File: config.mk
export PLATFORM = sky130hd
export DESIGN_NAME = scg_queue
export DESIGN_NICKNAME = d
export VERILOG_FILES = /design/src/sv/scg_pkg.sv /design/src/sv/scg_queue.sv
export SDC_FILE = /design/constraint.sdc
export NUM_CORES = 1
export LEC_CHECK = 0
export BUFFER_PORTS_ARGS = -buffer_cell sky130_fd_sc_hd__buf_2
export CORE_MARGIN = 2
export CORE_UTILIZATION = 30
export CTS_BUF_LIST = sky130_fd_sc_hd__clkbuf_16
export CTS_CLUSTER_SIZE = 25
export DETAILED_ROUTE_END_ITERATION = 10
export GPL_ROUTABILITY_DRIVEN = 0
export HOLD_SLACK_MARGIN = 0.1
export PLACE_DENSITY = 0.44
export SYNTH_ARGS = -nofsm -noshare
export SYNTH_HDL_FRONTEND = slang
export SYNTH_SLANG_ARGS = --single-unit
File: constraint.sdc
create_clock -name i_clk -period 2.5 [get_ports i_clk]
set_input_delay 0.125 -clock i_clk [delete_from_list [all_inputs] [get_ports i_clk]]
set_output_delay 0.125 -clock i_clk [all_outputs]
set_load 0.01 [all_outputs]
File: src/sv/scg_pkg.sv
// ----------------------------------------------------------------------------
// scg_pkg
// Shared types and constants for the Scharr gradient block.
// ----------------------------------------------------------------------------
package scg_pkg;

    localparam int MAX_WIDTH_DEF   = 2048;
    localparam int MAX_HEIGHT      = 2048;
    localparam int QUEUE_DEPTH_DEF = 4;

    localparam int CFG_W  = 12;
    localparam int ROW_W  = 11;
    localparam int PIX_W  = 8;
    localparam int GRAD_W = 14;

    localparam logic [CFG_W-1:0] WIDTH_RST  = 12'd640;
    localparam logic [CFG_W-1:0] HEIGHT_RST = 12'd480;

    // Register index, taken from paddr[2].
    localparam logic REG_WIDTH  = 1'b0;
    localparam logic REG_HEIGHT = 1'b1;

    typedef struct packed {
        logic emit;
        logic last;
    } t_item_flags;

endpackage

File: src/sv/scg_queue.sv
// ----------------------------------------------------------------------------
// scg_queue
// Small register queue that decouples the front from the back.
// ----------------------------------------------------------------------------
module scg_queue #(
    parameter int WIDTH = 21,
    parameter int DEPTH = scg_pkg::QUEUE_DEPTH_DEF
) (
    input  logic             i_clk,
    input  logic             i_rst_n,
    input  logic             i_push,
    input  logic [WIDTH-1:0] i_data,
    input  logic             i_pop,
    output logic [WIDTH-1:0] o_data,
    output logic             o_empty,
    output logic             o_full
);

    localparam int PW = (DEPTH > 1) ? $clog2(DEPTH) : 1;

    logic [WIDTH-1:0] r_slot [DEPTH];
    logic [PW-1:0]    r_wptr, r_rptr;
    logic [PW:0]      r_count;
    logic             do_push, do_pop;

    assign o_empty = (r_count == '0);
    assign o_full  = (r_count == (PW+1)'(DEPTH));
    assign do_push = i_push && !o_full;
    assign do_pop  = i_pop && !o_empty;
    assign o_data  = r_slot[r_rptr];

    always_ff @(posedge i_clk) begin
        if (!i_rst_n) begin
            r_wptr  <= '0;
            r_rptr  <= '0;
            r_count <= '0;
        end else begin
            if (do_push) begin
                r_wptr <= (r_wptr == PW'(DEPTH - 1)) ? '0 : r_wptr + PW'(1);
            end
            if (do_pop) begin
                r_rptr <= (r_rptr == PW'(DEPTH - 1)) ? '0 : r_rptr + PW'(1);
            end
            unique case ({do_push, do_pop})
                2'b10:   r_count <= r_count + (PW+1)'(1);
                2'b01:   r_count <= r_count - (PW+1)'(1);
                default: r_count <= r_count;
            endcase
        end
    end

    always_ff @(posedge i_clk) begin
        if (do_push) begin
            r_slot[r_wptr] <= i_data;
        end
    end

endmodule

==> results.json, run 1 <==
{
  "antenna_cells": 0,
  "cts-root-buf": "clkbuf_16",
  "synth_area_per_cell_sq_um": 21.4,
  "critPathCaptureType": "flip-flop",
  "arrival_ns": 2.44,
  "cts_buffers": 9,
  "wl_per_cell_um": 16.0,
  "cp_slowest_cell": "dfxtp_1",
  "drive_gt1_frac": 0.386,
  "wl_um": 6290,
  "hold_class": "input pin to flip-flop",
  "fmax_mhz": 459,
  "worstPathMaxFanout": 7,
  "port_buffers": 47,
  "hpwl_um": 3770,
  "area_growth_pct": 26.2,
  "setup_viol": 0,
  "ys_seq_elements": 93,
  "total_power_mw": 4.27,
  "fin_crit_ns": 2.18,
  "outcome": "finished clean",
  "slowest_delay_ns": 0.40,
  "drc": 0,
  "rsz0062_at_grt": "false",
  "critPathKind": "flip-flop to flip-flop",
  "antenna_found_initial": 0,
  "cp_common_cell": "inv_1",
  "grt_pass1_wl_um": 9740,
  "synth_ff_type": "edfxtp_1",
  "pre_cts_ws_ns": 0.345,
  "nNetsFinal": 276,
  "path_cells": "nor3b_2 > nor2b_1 > inv_1 > ha_1 > inv_1 > fa_1 > xor2_1 > or3_1 > a21boi_0",
  "ys_seq_area_frac": 0.764,
  "final_area_sq_um": 4470,
  "critPathRequiredTime_ns": 2.76,
  "finalSetupTns_ns": 0,
  "p_per_area_nw_per_um2": 956,
  "place_area_sq_um": 3960,
  "synth.most_common_cell": "edfxtp_1",
  "num_vias": 1689,
  "synthTopCellsByArea": "edfxtp_1 71%, mux4_2 13%, dfxtp_1 5.1%, ha_1 2.1%, buf_6 0.95%",
  "coreArea_sq_um": 11500,
  "rows": 39,
  "grt_max_degree": 22,
  "drt_iter0_markers": 112,
  "grtUsageTotal": 0.106,
  "synthTopCellsByCount": "84 x edfxtp_1, 21 x mux4_2, 9 x dfxtp_1, 7 x inv_1, 7 x nand2_1",
  "max-cap-violations": 0,
  "ys_warn_count": 0,
  "cts-resized-gates": 0,
  "grt_overflow": 0,
  "p_leak_nw": 1.55,
  "first_pass_iters": 4,
  "clock_sinks": 93,
  "syn_inst": 165,
  "start_kind": "flip-flop",
  "ant_nets": 0,
  "synth_area_sq_um": 3540,
  "finalCritPeriodShare": 0.871,
  "ys_async_sr_fraction": 0,
  "cts_tree": "yes",
  "die-area_sq_um": 12700,
  "boundaryPins": 48,
  "start_util": 0.309,
  "grt_pass1_vias": 1782,
  "layout_setup_ws_ns": 0.322,
  "clk_latency_ns": 0.34,
  "max_slew.worst_pin.slew_ns": 0.472,
  "yosysUniqueCellTypes": 24,
  "ir_drop_mv": 0.346,
  "slew_headroom": 0.685,
  "die_h_um": 113,
  "synth_edf_count": 84,
  "clk_pin_slew_ns": 0.07,
  "hold_violations": 0,
  "slew_viol_final": 0,
  "clockBufferDepth": 2,
  "syn-num-nets": 197,
  "final_core_util": 0.389,
  "h-tree-depth": 3,
  "yosysTopAreaCellShare": 0.713,
  "die_x_um": 113,
  "vias_per_cell": 4.31,
  "synth_largest_area_cell": "edfxtp_1",
  "finalClockSkew_ns": 0.00774
}
==> flip-flops by register name, indices dropped and copies added (netlist names), named ones only <==
register / count
r_count: 3
r_rptr: 2
r_slot: 84
r_wptr: 2
==> cells in the final DEF, fill, tap and decap left out, types with 2 or more instances in the layout <==
master         count
and2_1             2
and2_2             4
buf_2             47
buf_4              5
clkbuf_16          9
clkinv_2           2
clkinvlp_4         3
dfxtp_1            8
dlygate4sd3_1     21
edfxtp_1          84
ha_1               6
inv_1              7
mux2i_1            2
mux4_2            21
nand2_1            7
nand3_1            2
nor2_1             2
o21ai_0            4
==> worst max-delay path: cells and delay by family (launching register included) <==
family | cells | cell delay, ns
simple gates | 3 | 0.65
fa+ha+maj | 2 | 0.57
flops | 1 | 0.40
compound gates | 1 | 0.18
xor+xnor | 1 | 0.16
buf+inv | 2 | 0.14
==> per-layer routing <==
| layer | track usage | vias up | routed length, um |
|---|---|---|---|
| met5 | 0 | - | 0 |
| met1 | 0.126 | 841 | 2780 |
| met3 | 0.0427 | 6 | 284 |
| met4 | 0.0415 | 0 | 67 |
| met2 | 0.172 | 28 | 3160 |
| li1 | - | 814 | - |
==> path summary, 6_finish.rpt <==
kind                                         startpoint                      end  cells after the start  slack, ns
worst max-delay path            r_count[2]$_SDFFE_PN0P_  r_count[2]$_SDFFE_PN0P_                      9       0.32
worst min-delay path                            i_rst_n   r_wptr[0]$_SDFFE_PN0P_                      3       0.13
worst max register to register  r_count[2]$_SDFFE_PN0P_  r_count[2]$_SDFFE_PN0P_                      9       0.32
worst min register to register   r_wptr[1]$_SDFFE_PN0P_   r_wptr[1]$_SDFFE_PN0P_                      2       0.50
==> layout make-up <==
class | count | area [sq um]
fill | 1039 | 7000
sequential | 93 | 2700
multi-input combinational | 59 | 762
timing repair buffer | 74 | 503
clock buffer | 9 | 225
tap | 143 | 179
clock inverter | 7 | 66.3
inverter | 7 | 26.3
==> metrics by stage <==
stage,hold WS (ns),std cells
after global routing,0.128,392
after global placement,0.346,355
after floorplan,0.224,165
after CTS,0.115,392
final,0.129,392
after detailed placement,0.348,355
==> repair_timing <==
item / CTS / global route
setup buffers: 0 / 0
hold buffers: 21 / 0
endpoints found under the hold margin: 84 / 0
==> power by group <==
group	switching, mW	total [mW]	leakage [nW]	internal [mW]
Clock	0.553	1.32	0.135	0.767
Combinational	0.452	0.951	0.566	0.498
Sequential	0.111	2.00	0.845	1.89
Total	1.12	4.27	1.55	3.15
==> cells by family after synthesis <==
group	share of synthesized area
DFF	0.764
muxes	0.139
and+or+nand+nor	0.0329
buffers and inverters	0.0209
adders and majority gates	0.0269
AOI/OAI and AO/OA	0.0113
xor gates and xnor gates	0.00495
Power figures use the tool's default switching activity.
==> inputs of run 2 (changes only) <==
--- a/config.mk
+++ b/config.mk
@@ -6,6 +6,9 @@
 export NUM_CORES = 1
 export LEC_CHECK = 0
 export BUFFER_PORTS_ARGS = -buffer_cell sky130_fd_sc_hd__buf_2
+export CAP_MARGIN = 20
+export CELL_PAD_IN_SITES_DETAIL_PLACEMENT = 0
+export CELL_PAD_IN_SITES_GLOBAL_PLACEMENT = 2
 export CORE_MARGIN = 2
 export CORE_UTILIZATION = 30
 export CTS_BUF_LIST = sky130_fd_sc_hd__clkbuf_16
@@ -13,7 +16,7 @@
 export DETAILED_ROUTE_END_ITERATION = 10
 export GPL_ROUTABILITY_DRIVEN = 0
 export HOLD_SLACK_MARGIN = 0.1
-export PLACE_DENSITY = 0.44
+export PLACE_DENSITY = 0.55
 export SYNTH_ARGS = -nofsm -noshare
 export SYNTH_HDL_FRONTEND = slang
 export SYNTH_SLANG_ARGS = --single-unit
==> run 2 against run 1 <==
Register-to-register slack better by 0.02 ns. Highest routed layer unchanged. Flip-flop and latch count unchanged. Clock-buffer cell count did not move. Non-clock buffer count rose by 1. Sequential share of layout area increased by 0.17 points. Worst setup slack improved by 0.022 ns. Critical path depth is the same. Cell area is 0.28% lower. Combinational power fell by 2%.
==> results.json, run 2 (same netlist as run 1, synthesis figures left out) <==
{
  "cp_slowest_cell": "dfxtp_1",
  "grt_pass1_wl_um": 9800,
  "clk_latency_ns": 0.33,
  "crit_start": "r_count[2]$_SDFFE_PN0P_",
  "critPathCaptureType": "flip-flop",
  "wl_um": 6150,
  "start_kind": "flip-flop",
  "grt_overflow": 0,
  "hpwl_um": 3750,
  "h-tree-depth": 3,
  "ir_drop_mv": 0.328,
  "vias_per_cell": 4.37,
  "rsz0062_at_grt": "false",
  "p_leak_nw": 1.56,
  "wl_per_cell_um": 15.7,
  "layout_commonest_cell": "edfxtp_1",
  "max-cap-violations": 0,
  "setup_viol": 0,
  "slowest_delay_ns": 0.38,
  "fmax_mhz": 464,
  "finalCritPeriodShare": 0.862,
  "start_util": 0.309,
  "slew_viol_final": 0,
  "reg_top3": "r_slot: 84 flops, r_count: 3 flops",
  "area_growth_pct": 25.8,
  "grt_pass1_vias": 1880,
  "clk_pin_slew_ns": 0.06,
  "outcome": "finished clean",
  "rrSetupSlack_ns": 0.34,
  "drt_iter0_markers": 67,
  "ant_nets": 0,
  "first_pass_iters": 4,
  "drive_gt1_frac": 0.380,
  "clock_sinks": 93,
  "cp_common_cell": "inv_1",
  "path_cells": "nor3b_2 > nor2b_1 > inv_1 > ha_1 > inv_1 > fa_1 > xor2_1 > or3_1 > a21boi_0",
  "cts-root-buf": "clkbuf_16",
  "post-cts-setup-buffers": 0,
  "top_register": "r_slot",
  "critPathKind": "flip-flop to flip-flop",
  "max_slew.worst_pin.slew_ns": 0.490,
  "grtUsageTotal": 0.105,
  "hold_start": "i_rst_n",
  "die-area_sq_um": 12700,
  "place_area_sq_um": 3960,
  "boundaryPins": 48,
  "p_per_area_nw_per_um2": 945,
  "worstPathMaxFanout": 7,
  "hold_violations": 0,
  "critPathRequiredTime_ns": 2.76,
  "die_x_um": 113,
  "cp_num_buf_inv": 2,
  "die_h_um": 113,
  "mostFrequentLayoutCells": "84 x edfxtp_1, 47 x buf_2, 21 x mux4_2, 21 x dlygate4sd3_1",
  "grt_max_degree": 22,
  "finalSetupTns_ns": 0,
  "largest_reg_flops": 84,
  "hold_class": "input pin to flip-flop",
  "slew_headroom": 0.673,
  "final_area_sq_um": 4450,
  "finalClockSkew_ns": 0.00371,
  "nNetsFinal": 277,
  "reg2reg_from": "r_count[2]$_SDFFE_PN0P_",
  "antenna_found_initial": 0,
  "cts_tree": "yes",
  "fin_crit_ns": 2.16,
  "cts-resized-gates": 0,
  "num_vias": 1718,
  "path_delay_family": "simple AND/OR/NAND/NOR gates",
  "drc": 0,
  "coreArea_sq_um": 11500,
  "clockBufferDepth": 2,
  "antenna_cells": 0,
  "port_buffers": 47,
  "arrival_ns": 2.42,
  "cts_buffers": 9,
  "rows": 39
}
[run 2: path summary, 6_finish.rpt]
| kind | end | cells past startpoint |
|---|---|---|
| setup / recovery | r_count[2]$_SDFFE_PN0P_ | 9 |
| hold / removal | r_wptr[1]$_SDFFE_PN0P_ | 3 |
| setup reg to reg | r_count[2]$_SDFFE_PN0P_ | 9 |
| hold reg to reg | r_wptr[1]$_SDFFE_PN0P_ | 2 |
[run 2: area by class of cell]
class                           instances  area (sq um)
Clock buffer                            9           225
Fill cell                            1046          7010
Sequential cell                        93          2700
Tap cell                              143           179
Timing Repair Buffer                   75           498
Inverter                                7          26.3
Clock inverter                          7          58.8
Multi-Input combinational cell         59           762
[run 2: repair_timing]
action | in CTS | in global routing
endpoints found under the setup margin | 0 | 0
hold buffers | 21 | 0
hold endpoints to repair | 84 | 0
[run 2: layer usage]
layer	global-route usage	vias to the layer above	wire length, um
met2	0.185	33	3280
met5	0	-	0
li1	-	818	-
met3	0.0281	10	262
met4	0.0610	0	155
met1	0.114	857	2460
[run 2: per-stage QoR]
step / hold WS [ns] / setup WS (ns) / std cells / utilization / power, mW
after floorplan: 0.224 / 0.376 / 165 / - / 2.64
after global placement: 0.343 / 0.421 / 356 / 0.345 / 2.98
after detailed placement: 0.345 / 0.371 / 356 / 0.345 / 2.98
after CTS: 0.133 / 0.342 / 393 / 0.388 / 4.30
after global routing: 0.163 / 0.115 / 393 / 0.388 / 4.44
final: 0.146 / 0.344 / 393 / 0.388 / 4.21
[run 2: where the power goes]
group	switching, mW	total [mW]	internal, mW
Sequential	0.105	1.99	1.89
Combinational	0.447	0.935	0.488
Clock	0.521	1.28	0.759
Total	1.07	4.21	3.13
[run 2: worst reg2reg max path: stages, from the launching register on]
cell      delay [ns]
dfxtp_1         0.38
nor3b_2         0.23
nor2b_1         0.16
inv_1           0.09
ha_1            0.17
inv_1           0.06
fa_1            0.37
xor2_1          0.16
or3_1           0.31
a21boi_0        0.16
