File: src/sv/scg_pkg.sv
// ----------------------------------------------------------------------------
// scg_pkg
// Shared types and constants for the Scharr gradient block.
// ----------------------------------------------------------------------------
package scg_pkg;

    localparam int MAX_WIDTH_DEF   = 2048;
    localparam int MAX_HEIGHT      = 2048;
    localparam int QUEUE_DEPTH_DEF = 4;

    localparam int CFG_W  = 12;
    localparam int ROW_W  = 11;
    localparam int PIX_W  = 8;
    localparam int GRAD_W = 14;

    localparam logic [CFG_W-1:0] WIDTH_RST  = 12'd640;
    localparam logic [CFG_W-1:0] HEIGHT_RST = 12'd480;

    // Register index, taken from paddr[2].
    localparam logic REG_WIDTH  = 1'b0;
    localparam logic REG_HEIGHT = 1'b1;

    typedef struct packed {
        logic emit;
        logic last;
    } t_item_flags;

endpackage

File: src/sv/scg_front.sv
// ----------------------------------------------------------------------------
// scg_front
// Configuration registers, raster position counters and item classification.
// ----------------------------------------------------------------------------
module scg_front #(
    parameter int MAX_WIDTH = scg_pkg::MAX_WIDTH_DEF
) (
    input  logic                          i_clk,
    input  logic                          i_rst_n,
    input  logic                          psel,
    input  logic                          penable,
    input  logic                          pwrite,
    input  logic [2:0]                    paddr,
    input  logic [31:0]                   pwdata,
    output logic [31:0]                   prdata,
    input  logic                          i_valid,
    input  logic [scg_pkg::PIX_W-1:0]     i_pixel,
    input  logic                          i_full,
    output logic                          o_push,
    output logic [scg_pkg::PIX_W-1:0]     o_pixel,
    output logic [$clog2(MAX_WIDTH)-1:0]  o_col,
    output scg_pkg::t_item_flags          o_flags
);

    localparam int CW = $clog2(MAX_WIDTH);
    localparam int XW = ((CW > scg_pkg::CFG_W) ? CW : scg_pkg::CFG_W) + 1;
    localparam int RW = scg_pkg::ROW_W;
    localparam int HW = scg_pkg::CFG_W + 1;

    logic [scg_pkg::CFG_W-1:0] r_width, r_height;
    logic [CW-1:0]             r_col;
    logic [RW-1:0]             r_row;
    logic [scg_pkg::CFG_W-1:0] w_eff, h_eff;
    logic                      cfg_wr, accept, col_end, row_end;

    assign cfg_wr = psel && penable && pwrite;
    assign accept = i_valid && !i_full;

    always_comb begin
        priority if (r_width < 12'd3) begin
            w_eff = 12'd3;
        end else if (XW'(r_width) > XW'(MAX_WIDTH)) begin
            w_eff = scg_pkg::CFG_W'(MAX_WIDTH);
        end else begin
            w_eff = r_width;
        end
    end

    always_comb begin
        priority if (r_height < 12'd3) begin
            h_eff = 12'd3;
        end else if (HW'(r_height) > HW'(scg_pkg::MAX_HEIGHT)) begin
            h_eff = scg_pkg::CFG_W'(scg_pkg::MAX_HEIGHT);
        end else begin
            h_eff = r_height;
        end
    end

    assign col_end = (XW'(r_col) + XW'(1)) >= XW'(w_eff);
    assign row_end = (HW'(r_row) + HW'(1)) >= HW'(h_eff);

    always_ff @(posedge i_clk) begin
        if (!i_rst_n) begin
            r_width  <= scg_pkg::WIDTH_RST;
            r_height <= scg_pkg::HEIGHT_RST;
            r_col    <= '0;
            r_row    <= '0;
        end else if (cfg_wr) begin
            unique case (paddr[2])
                scg_pkg::REG_WIDTH:  r_width  <= pwdata[scg_pkg::CFG_W-1:0];
                scg_pkg::REG_HEIGHT: r_height <= pwdata[scg_pkg::CFG_W-1:0];
            endcase
            // Any register write restarts the frame.
            r_col <= '0;
            r_row <= '0;
        end else if (accept) begin
            if (col_end) begin
                r_col <= '0;
                r_row <= row_end ? '0 : r_row + RW'(1);
            end else begin
                r_col <= r_col + CW'(1);
            end
        end
    end

    always_comb begin
        unique case (paddr[2])
            scg_pkg::REG_WIDTH:  prdata = 32'(r_width);
            scg_pkg::REG_HEIGHT: prdata = 32'(r_height);
        endcase
    end

    assign o_push       = accept;
    assign o_pixel      = i_pixel;
    assign o_col        = r_col;
    assign o_flags.emit = (r_row >= RW'(2)) && (r_col >= CW'(2));
    assign o_flags.last = row_end && col_end;

endmodule

File: config.mk
export PLATFORM = sky130hd
export DESIGN_NAME = scg_front
export DESIGN_NICKNAME = d
export VERILOG_FILES = /design/src/sv/scg_pkg.sv /design/src/sv/scg_front.sv
export SDC_FILE = /design/constraint.sdc
export NUM_CORES = 1
export LEC_CHECK = 0
export ABC_AREA = 1
export BUFFER_PORTS_ARGS = -buffer_cell sky130_fd_sc_hd__buf_2
export CAP_MARGIN = 20
export CORE_MARGIN = 2
export CORE_UTILIZATION = 40
export CTS_BUF_LIST = sky130_fd_sc_hd__clkbuf_8
export CTS_CLUSTER_SIZE = 12
export DETAILED_ROUTE_END_ITERATION = 6
export HOLD_SLACK_MARGIN = 0.03
export PLACE_DENSITY = 0.66
export SLEW_MARGIN = 15
export SYNTH_ARGS = -nofsm -noshare
export SYNTH_HDL_FRONTEND = slang
export SYNTH_SLANG_ARGS = --single-unit
File: constraint.sdc
create_clock -name i_clk -period 2.83 [get_ports i_clk]
set_input_delay 0.1415 -clock i_clk [delete_from_list [all_inputs] [get_ports i_clk]]
set_output_delay 0.1415 -clock i_clk [all_outputs]
set_load 0.02 [all_outputs]
==> results of run 1 <==
-- cell usage in the layout (no fill, tap or decap), drive strengths merged --
| cell type | n |
|---|---|
| nand2 | 147 |
| nor2 | 90 |
| buf | 66 |
| inv | 64 |
| dfxtp | 46 |
| o21ai | 31 |
| a21oi | 28 |
| ha | 28 |
| conb | 20 |
| nand3 | 20 |
| nand4 | 15 |
| xor2 | 8 |
| clkbuf | 6 |
| nand3b | 4 |
| nor4 | 3 |
| nor3 | 3 |
| o31ai | 2 |
| clkinv | 2 |
| o21a | 1 |
| o41ai | 1 |
-- metrics by stage --
| stage | setup WS, ns | util, % | power (W) | TNS, ns | cell area (µm²) |
|---|---|---|---|---|---|
| after global placement | 0.2454 | 44.32 | 0.0008710 | 0 | 3679 |
| after detailed placement | 0.2319 | 44.32 | 0.0008743 | 0 | 3679 |
| final | 0.1090 | 49.16 | 0.001296 | 0 | 4080 |
| after CTS | 0.005109 | 45.47 | 0.001292 | 0 | 3774 |
| after global routing | -0.02207 | 49.16 | 0.001362 | -0.04088 | 4080 |
| after floorplan | 0.3873 | - | 0.0008551 | 0 | 3525 |
-- timing repair --
| item | CTS | global route |
|---|---|---|
| endpoints found under the hold margin | 0 | 0 |
| setup buffers | 0 | 12 |
| pin swaps | 0 | 26 |
| resized for setup | 2 | 59 |
| endpoints found under the setup margin | 1 | 13 |
-- per-layer routing --
layer	GRT usage [%]	vias to the layer above
met5	0	-
met4	6.392	0
met3	2.962	16
met2	28.95	89
met1	24.60	1503
li1	-	1742
-- logic make-up after synthesis --
group           after synthesis  share of synthesized area (%)
compound gates               63                          10.00
xor+xnor                      8                          2.029
fa+ha+maj                    28                          10.15
buf+inv                     108                          15.14
flops                        46                          26.67
other cells                   1                         0.1086
simple gates                282                          35.91
-- state kept, by name, indices dropped and copies added, names as in the netlist --
| signal | flops |
|---|---|
| r_height | 12 |
| r_width | 12 |
| o_col | 11 |
| r_row | 11 |
-- layout make-up --
| class | instances | area (µm²) | area share [%] |
|---|---|---|---|
| clock buffers | 6 | 82.58 | 2.024 |
| clock inverters | 2 | 8.758 | 0.2147 |
| inverters | 64 | 240.2 | 5.888 |
| multi-input cells | 401 | 2275 | 55.75 |
| flip-flops and latches | 46 | 937.1 | 22.97 |
| well taps | 105 | 131.4 | 3.220 |
| repair buffers | 66 | 405.4 | 9.936 |
-- power groups by stage --
stage                     clock network (W)  registers [W]  logic, W
after floorplan                           0       0.000688  0.000167
after global placement                    0       0.000691  0.000180
after detailed placement                  0       0.000691  0.000183
after CTS                          0.000432       0.000676  0.000184
after global routing               0.000462       0.000678  0.000222
final                              0.000422       0.000676  0.000198
-- critical path, stage by stage (launching register included) --
cell,delay (ns)
dfxtp_1,0.35
nor2_1,0.09
nand4_1,0.10
nor2_2,0.15
inv_2,0.07
o31ai_4,0.24
buf_6,0.17
nand2_2,0.05
ha_1,0.30
nand2_2,0.10
nor2_4,0.05
nand2_2,0.07
nand3_2,0.09
nor2_4,0.14
nand2_4,0.08
nand2_2,0.06
inv_2,0.03
buf_6,0.12
-- final timing paths --
kind | slack [ns] | to | depth (start not counted)
min reg2reg | 0.51 | r_width[10] | 2
max reg2reg | 0.13 | r_row[5] | 20
min | 0.10 | r_width[1] | 3
max | 0.11 | o_flags[0] | 17
==> flow_summary.ini, run 1 <==
[status]
outcome = completed

[final_layout]
antennaDiodeCount = 0
drive_above_1_share_pct = 25.98
fillers = 861
final_cells = 690
area_growth_syn_to_layout_pct = 18.15
fin_nets = 662

[routing]
totalWireLength_um = 8617
top_layer_used = met4
wl_per_cell_um = 12.49
via_count = 3350
ant_nets = 0
first_pass_iters = 4
wl_met2_um = 3951
wl_met3_um = 387
wl_met1_um = 4069
routed_via_density = 4.855
drt_iter0_markers = 99
drc = 0

[clocking]
h-tree-depth = 2
ctsHoldBuffers = 0
clkTransAtPathRegs_ns = 0.08
clk_latency_ns = 0.31
cts.sinks = 46
clockBufferDepth = 2
cts_root_buffer = clkbuf_8
cts_made_buffers = 5
cts_tree = yes

[yosys]
async_reset_ff_share_pct = 0
synth-warning-count = 0
synth_area_per_cell_um2 = 6.443
synth_area_um2 = 3453
synthCells = 536
synth_area_leaders = dfxtp_1, nand2_1, ha_1, nor2_1, buf_4
synth_edf_count = 0
synth_ff_type = dfxtp_1
ys_ff_latch = 46
yosysTopAreaCell = dfxtp_1
ys_types = 29
ys_top_cells_by_count = nand2_1, nor2_1, inv_1
yosysMostFrequentCell = nand2_1
synth_top_area_share_pct = 26.67
ys_seq_area_share_pct = 26.67

[sta]
clock_skew_ns = 0.009505
setup_viol = 0
post-route-period-util_pct = 96.15
final_hold_viol_count = 0
slew_violations = 0
hold_slack_ns = 0.1003
period_needed_ns = 2.721
fmax_ghz = 0.3675

[power]
peakVddDrop_v = 0.0002282
sw_frac_of_total_pct = 29.34
leakage_nw = 2.115
power_density_nw_per_um2 = 317.6
p_sw_w = 0.0003802
p_clk_share_pct = 32.6
intPower_w = 0.0009158
sequentialPowerShare_pct = 52.2
combPwrFrac_pct = 15.3

[setup_path]
crit_start = r_width[4]
startpoint_type = register
required_ns = 2.69
endpoint_kind = output pin
critPathArrivalTime_ns = 2.58
critical_path_class = reg -> out
worstPathMaxFanout = 8
timing.rr.start = r_width[4]

[die]
die_h_um = 96.92
start_util_pct = 41.61
floorplan.rows = 33
dieArea_um2 = 9393
die_w_um = 96.92
pin_count = 104
core_area_um2 = 8299

[grt]
grt_max_degree = 25
antenna_found_initial = 0
grt_overflow_total = 0
track_usage_pct = 18.09
first_global_vias = 3114
grt_pass1_wl_um = 14190

[place]
dp.cells = 670
port_buffers = 45
routabilityCongestion = 0.8761
dp.final_hpwl_um = 6405

[worst_hold_path]
worstHoldPathType = in -> reg
hp-start = pwdata[1]

[flow_run]
cap_violations = 0
No activity file was read; power rests on OpenSTA's default activity.
==> run 2: changes to the inputs <==
ABC_AREA = unset   (was 1)
==> run 2 against run 1 <==
Against the previous run: the flow now finishes with violations (setup timing); die area fell by 6.4%; design area rose by 0.55%; maximum frequency fell by 8.3%; worst setup slack got worse by 0.25 ns; clock power rose by 18%; worst hold slack got worse by 0.031 ns; total power rose by 5.1%; sequential power fell by 1%; via count fell by 8.7%; critical endpoint unchanged.
==> flow_summary.ini, run 2 <==
[yosys]
ys_seq_area_share_pct = 28.57
synth_area_per_cell_um2 = 7.978
ys_types = 49
ys_ff_latch = 46
synthCells = 404
synth-warning-count = 0
synth_edf_count = 0
synth_area_um2 = 3223
synth_top_area_share_pct = 28.57
synth_ff_type = dfxtp_1
synth_area_leaders = dfxtp_1, nand2_1, ha_1, buf_4, a21boi_0
yosysMostFrequentCell = nand2_1
ys_top_cells_by_count = nand2_1, dfxtp_1, buf_4, ha_1, a21boi_0
async_reset_ff_share_pct = 0
yosysTopAreaCell = dfxtp_1

[routing]
ant_nets = 0
totalWireLength_um = 8433
first_pass_iters = 4
wl_per_cell_um = 14.08
drc = 0
drt_iter0_markers = 96
via_count = 3058
routed_via_density = 5.105

[die]
die_h_um = 93.77
start_util_pct = 41.49
die_w_um = 93.77
pin_count = 104
floorplan.rows = 32
dieArea_um2 = 8792
core_area_um2 = 7767

[sta]
period_needed_ns = 2.969
post-route-period-util_pct = 104.9
fin_ws_ns = -0.1386
clock_skew_ns = 0.01160
timing.setup.tns_ns = -1.124
max-slew-margin-rel_pct = 43.09
rsz0062_at_grt = true
fmax_ghz = 0.3369
slew_violations = 0
final_hold_viol_count = 0
setup_viol = 17
worst_slew_pin_slew_ns = 0.8505

[clocking]
clkTransAtPathRegs_ns = 0.09
cts_root_buffer = clkbuf_8
h-tree-depth = 2
clk_latency_ns = 0.31
cts.sinks = 46
clockBufferDepth = 2
cts_made_buffers = 5
cts_tree = yes

[setup_path]
endpoint_kind = output pin
r2r-end = r_row[3]
critical_path_class = reg -> out
timing.rr.start = o_col[0]
ff2ff_setup_slack_ns = -0.13
reg2reg_depth = 12
critPathArrivalTime_ns = 2.83
crit_start = r_width[7]
required_ns = 2.69
endpoint = o_flags[0]
startpoint_type = register
worstPathMaxFanout = 4

[power]
p_clk_share_pct = 36.5
sw_frac_of_total_pct = 27.24
peakVddDrop_v = 0.0002130
total_power_w = 0.001362
sequentialPowerShare_pct = 48.9
power_density_nw_per_um2 = 331.9
leakage_nw = 1.928
combPwrFrac_pct = 14.6
p_sw_w = 0.0003709
intPower_w = 0.0009908

[final_layout]
reg.largest.list = r_height (12), r_width (12)
antennaDiodeCount = 0
fillers = 749
area_growth_syn_to_layout_pct = 27.29
layout_common_cells = nand2_1, buf_4, buf_2
final_core_util_pct = 52.82
layout_commonest_cell = nand2_1
drive_above_1_share_pct = 33.00
fin_nets = 574

[place]
port_buffers = 45
pre_cts_ws_ns = -0.1735
routabilityCongestion = 0.8483
dp.final_hpwl_um = 6516

[grt]
antenna_found_initial = 0
grt_max_degree = 26
first_global_vias = 2937
grt_overflow_total = 0
track_usage_pct = 19.52
grt_pass1_wl_um = 13660

[status]
failed_checks = setup timing
outcome = finished with violations

[worst_hold_path]
worstHoldPathType = in -> reg

[flow_run]
cap_violations = 0
run 2: critical path, cell delays in order, from the launching register on:
cell and delay [ns]:
dfxtp_1 0.33, nor4_2 0.28, nand3_1 0.17, o31ai_1 0.27
buf_4 0.17, nand2_1 0.07, ha_1 0.30, a21oi_2 0.12
o21ai_1 0.08, a21o_1 0.20, nor3_4 0.27, nor2b_1 0.09
buf_4 0.16
run 2: kinds of logic (layout without fill, tap and decap cells):
kind of cell	count (synthesis)	in the layout	synth area share (%)
AND/OR/NAND/NOR	170	170	24.65
AO/OA/AOI/OAI	80	80	18.44
buffers and inverters	55	129	10.13
flip-flops	46	46	28.57
adder cells (fa/ha/maj)	28	28	10.87
XOR/XNOR	15	15	4.076
multiplexers	9	9	3.144
other	1	20	0.1163
run 2: worst min-delay path by stage:
stage / slack (ns) / startpoint / cells past startpoint / endpoint
after detailed placement: 0.28 / i_pixel[0] / 0 / o_pixel[0]
after global placement: 0.28 / i_pixel[0] / 0 / o_pixel[0]
after global routing: 0.07 / pwdata[7] / 3 / r_height[7]
final: 0.07 / pwdata[7] / 3 / r_height[7]
after floorplan: 0.27 / pwdata[7] / 2 / r_width[7]
after CTS: 0.07 / pwdata[7] / 3 / r_height[7]
run 2: final cells by class:
class	instances	area, µm²	area share [%]
well taps	102	127.6	3.111
clock inverters	3	37.54	0.9149
flip-flops and latches	46	932.1	22.72
clock buffers	5	68.82	1.677
repair buffers	108	700.7	17.08
inverters	13	48.80	1.189
multi-input cells	322	2187	53.31
run 2: what timing repair did:
item / in CTS / in global routing
hold buffers: 0 / 0
endpoints found under the setup margin: 17 / 23
gates resized for setup: 11 / 15
pin swaps: 9 / 4
cloned: 0 / 0
buffers inserted: 5 / 4
run 2: power groups by stage:
stage / registers [W] / logic, W / clock network [W]
4_1_cts: 0.000665 / 0.000197 / 0.000505
6_report: 0.000666 / 0.000199 / 0.000497
5_1_grt: 0.000667 / 0.000218 / 0.000532
3_5_place_dp: 0.000680 / 0.000192 / 0
2_1_floorplan: 0.000682 / 0.000153 / 0
3_3_place_gp: 0.000680 / 0.000189 / 0
run 2: per-layer routing:
layer / global-route usage, % / share of wire, % / up-vias
li1: - / - / 1545
met1: 26.27 / 48 / 1417
met2: 31.13 / 46 / 81
met3: 3.210 / 4.0 / 15
met4: 7.609 / 2.3 / 0
met5: 0 / 0 / -
run 2: through the flow:
| step | hold WS [ns] | instances | area (µm²) |
|---|---|---|---|
| floorplan | 0.2655 | 423 | 3331 |
| global placement | 0.2831 | 582 | 3810 |
| detailed placement | 0.2831 | 582 | 3810 |
| CTS | 0.07117 | 595 | 4009 |
| global route | 0.07142 | 599 | 4103 |
| finish | 0.06950 | 599 | 4103 |
==> run 3: changes to the inputs <==
BUFFER_PORTS_ARGS = unset   (was -buffer_cell sky130_fd_sc_hd__buf_2)
CELL_PAD_IN_SITES_DETAIL_PLACEMENT = 0   (was unset)
CELL_PAD_IN_SITES_GLOBAL_PLACEMENT = 1   (was unset)
DONT_BUFFER_PORTS = 1   (was unset)
PLACE_DENSITY = unset   (was 0.66)
PLACE_DENSITY_LB_ADDON = 0.1   (was unset)
==> run 3 against run 2 <==
Against the previous run: the flow still finishes with violations (setup timing); worst hold slack gained 0.15 ns; clock power fell by 12%; utilization rose by 0.21 points; global-route usage grew 0.59 points; maximum frequency fell by 0.22%; die area did not move; critical path type is now reg -> reg; cell count down 3.3%; wire length up 2.9%; register-to-register slack worse by 0.02 ns; clock skew is 0.0063 ns lower; critical path depth up 3.
==> flow_summary.ini, run 3 (same netlist as run 2, synthesis figures left out) <==
[grt]
grt_max_degree = 25
first_global_vias = 2818
grt_overflow_total = 0
grt_pass1_wl_um = 13850
track_usage_pct = 20.10
antenna_found_initial = 0

[clocking]
cts_root_buffer = clkbuf_8
h-tree-depth = 2
cts_made_buffers = 5
clk_latency_ns = 0.31
cts_tree = yes
cts.sinks = 46
clockBufferDepth = 2
clkTransAtPathRegs_ns = 0.10

[die]
start_util_pct = 41.49
core_area_um2 = 7767
pin_count = 104
die_h_um = 93.77
die_w_um = 93.77
floorplan.rows = 32
dieArea_um2 = 8792

[final_layout]
layout.area.seq_um2 = 930.9
layout_common_cells = nand2_1, buf_4, dfxtp_1
drive_above_1_share_pct = 28.09
antennaDiodeCount = 0
reg.largest.list = r_height (12), r_width (12)
multiInputGateArea_um2 = 2218
fillers = 790
final_cells = 579
fin_nets = 554
final_core_util_pct = 53.03
layout_commonest_cell = nand2_1
area_growth_syn_to_layout_pct = 27.80

[place]
dp.cells = 550
routabilityCongestion = 0.8625
port_buffers = 0
pre_cts_ws_ns = -0.2448
dp.final_hpwl_um = 6693

[worst_hold_path]
worstHoldPathType = in -> reg

[setup_path]
max_stage_delay_ns = 0.37
critical_path_class = reg -> reg
cp_cell_sequence = ha_4 > nand3_2 > nor2_2 > nand4_1 > or2_2 > nand2_1 > ha_1 > and4_1 > o2111a_1 > buf_4 > a32o_1 > a211oi_2 > buf_4 > o2bb2a_1 > o31ai_4
critPathSlowestCell = dfxtp_4
startpoint_type = register
required_ns = 3.06
worstPathMaxFanout = 6
crit_top_cell = buf_4
endpoint_kind = register
critPathArrivalTime_ns = 3.21

[routing]
routed_via_density = 5.098
via_count = 2952
wl_per_cell_um = 14.99
drt_iter0_markers = 88
drc = 0
first_pass_iters = 4
totalWireLength_um = 8678
ant_nets = 0

[sta]
clock_skew_ns = 0.005337
rsz0062_at_grt = true
final_hold_viol_count = 0
worst_slew_pin_slew_ns = 0.8811
slew_violations = 0
post-route-period-util_pct = 105.1
fmax_ghz = 0.3361
setup_viol = 15
hold_slack_ns = 0.2163
max-slew-margin-rel_pct = 41.04
period_needed_ns = 2.975
fin_ws_ns = -0.1452

[power]
leakage_nw = 1.825
power_density_nw_per_um2 = 314.9
peakVddDrop_v = 0.0001601

[status]
failed_checks = setup timing
outcome = finished with violations

[flow_run]
cap_violations = 0
[run 3: cell types whose count changed in the layout (fill, tap and decap cells not counted), sizes merged]
cell / previous run / this run
clkinvlp: 0 / 1
clkinv: 1 / 2
bufinv: 1 / 0
inv: 14 / 13
dlygate4sd3: 0 / 14
buf: 108 / 74
[run 3: metal layers]
| metal | track usage [%] | routed length (µm) | vias up | part of all wire (%) |
|---|---|---|---|---|
| met5 | 0 | 0 | - | 0 |
| met4 | 5.676 | 122 | 0 | 1.4 |
| li1 | - | - | 1501 | - |
| met2 | 34.17 | 4034 | 66 | 46 |
| met1 | 26.06 | 4130 | 1372 | 48 |
| met3 | 3.531 | 391 | 13 | 4.5 |
[run 3: path summary, 6_finish.rpt]
check,startpoint,endpoint,slack [ns],depth (start not counted)
worst max-delay path,o_col[1],r_row[3],-0.15,15
worst min-delay path,i_valid,o_col[9],0.22,3
worst max register to register,o_col[1],r_row[3],-0.15,15
worst min register to register,r_width[1],r_width[1],0.51,2
[run 3: layout make-up]
type,instances,share of cell area (%)
Sequential cell,46,22.60
Clock inverter,3,0.6075
Clock buffer,5,1.671
Tap cell,102,3.098
Inverter,13,1.185
Timing Repair Buffer,88,16.98
Multi-Input combinational cell,322,53.86
[run 3: worst max-delay path: cells and delay by family (launching register included)]
kind | cells | cell delay [ns]
adders and majority gates | 2 | 0.36
buffers and inverters | 2 | 0.32
AOI/OAI and AO/OA | 5 | 0.86
DFF | 1 | 0.37
and+or+nand+nor | 6 | 0.97
[run 3: what timing repair did]
item,4_1_cts,5_1_grt
hold buffers,14,0
pin swaps,12,9
setup endpoints to repair,17,18
hold endpoints to repair,24,0
resized for setup,19,10
setup buffers,8,0
[run 3: power by group]
part / switching [W] / total [W] / internal (W)
combinational: 0.000117 / 0.000194 / 0.0000766
sequential: 0.00000877 / 0.000666 / 0.000657
clock: 0.000259 / 0.000438 / 0.000179
[run 3: through the flow]
stage,cell area (µm²),setup TNS [ns],total power [W]
global route,4119,-4.142,0.001360
detailed placement,3682,-1.829,0.0008419
floorplan,3331,-0.3954,0.0008354
global placement,3682,-1.339,0.0008395
finish,4119,-1.363,0.001297
CTS,4074,-1.699,0.001313
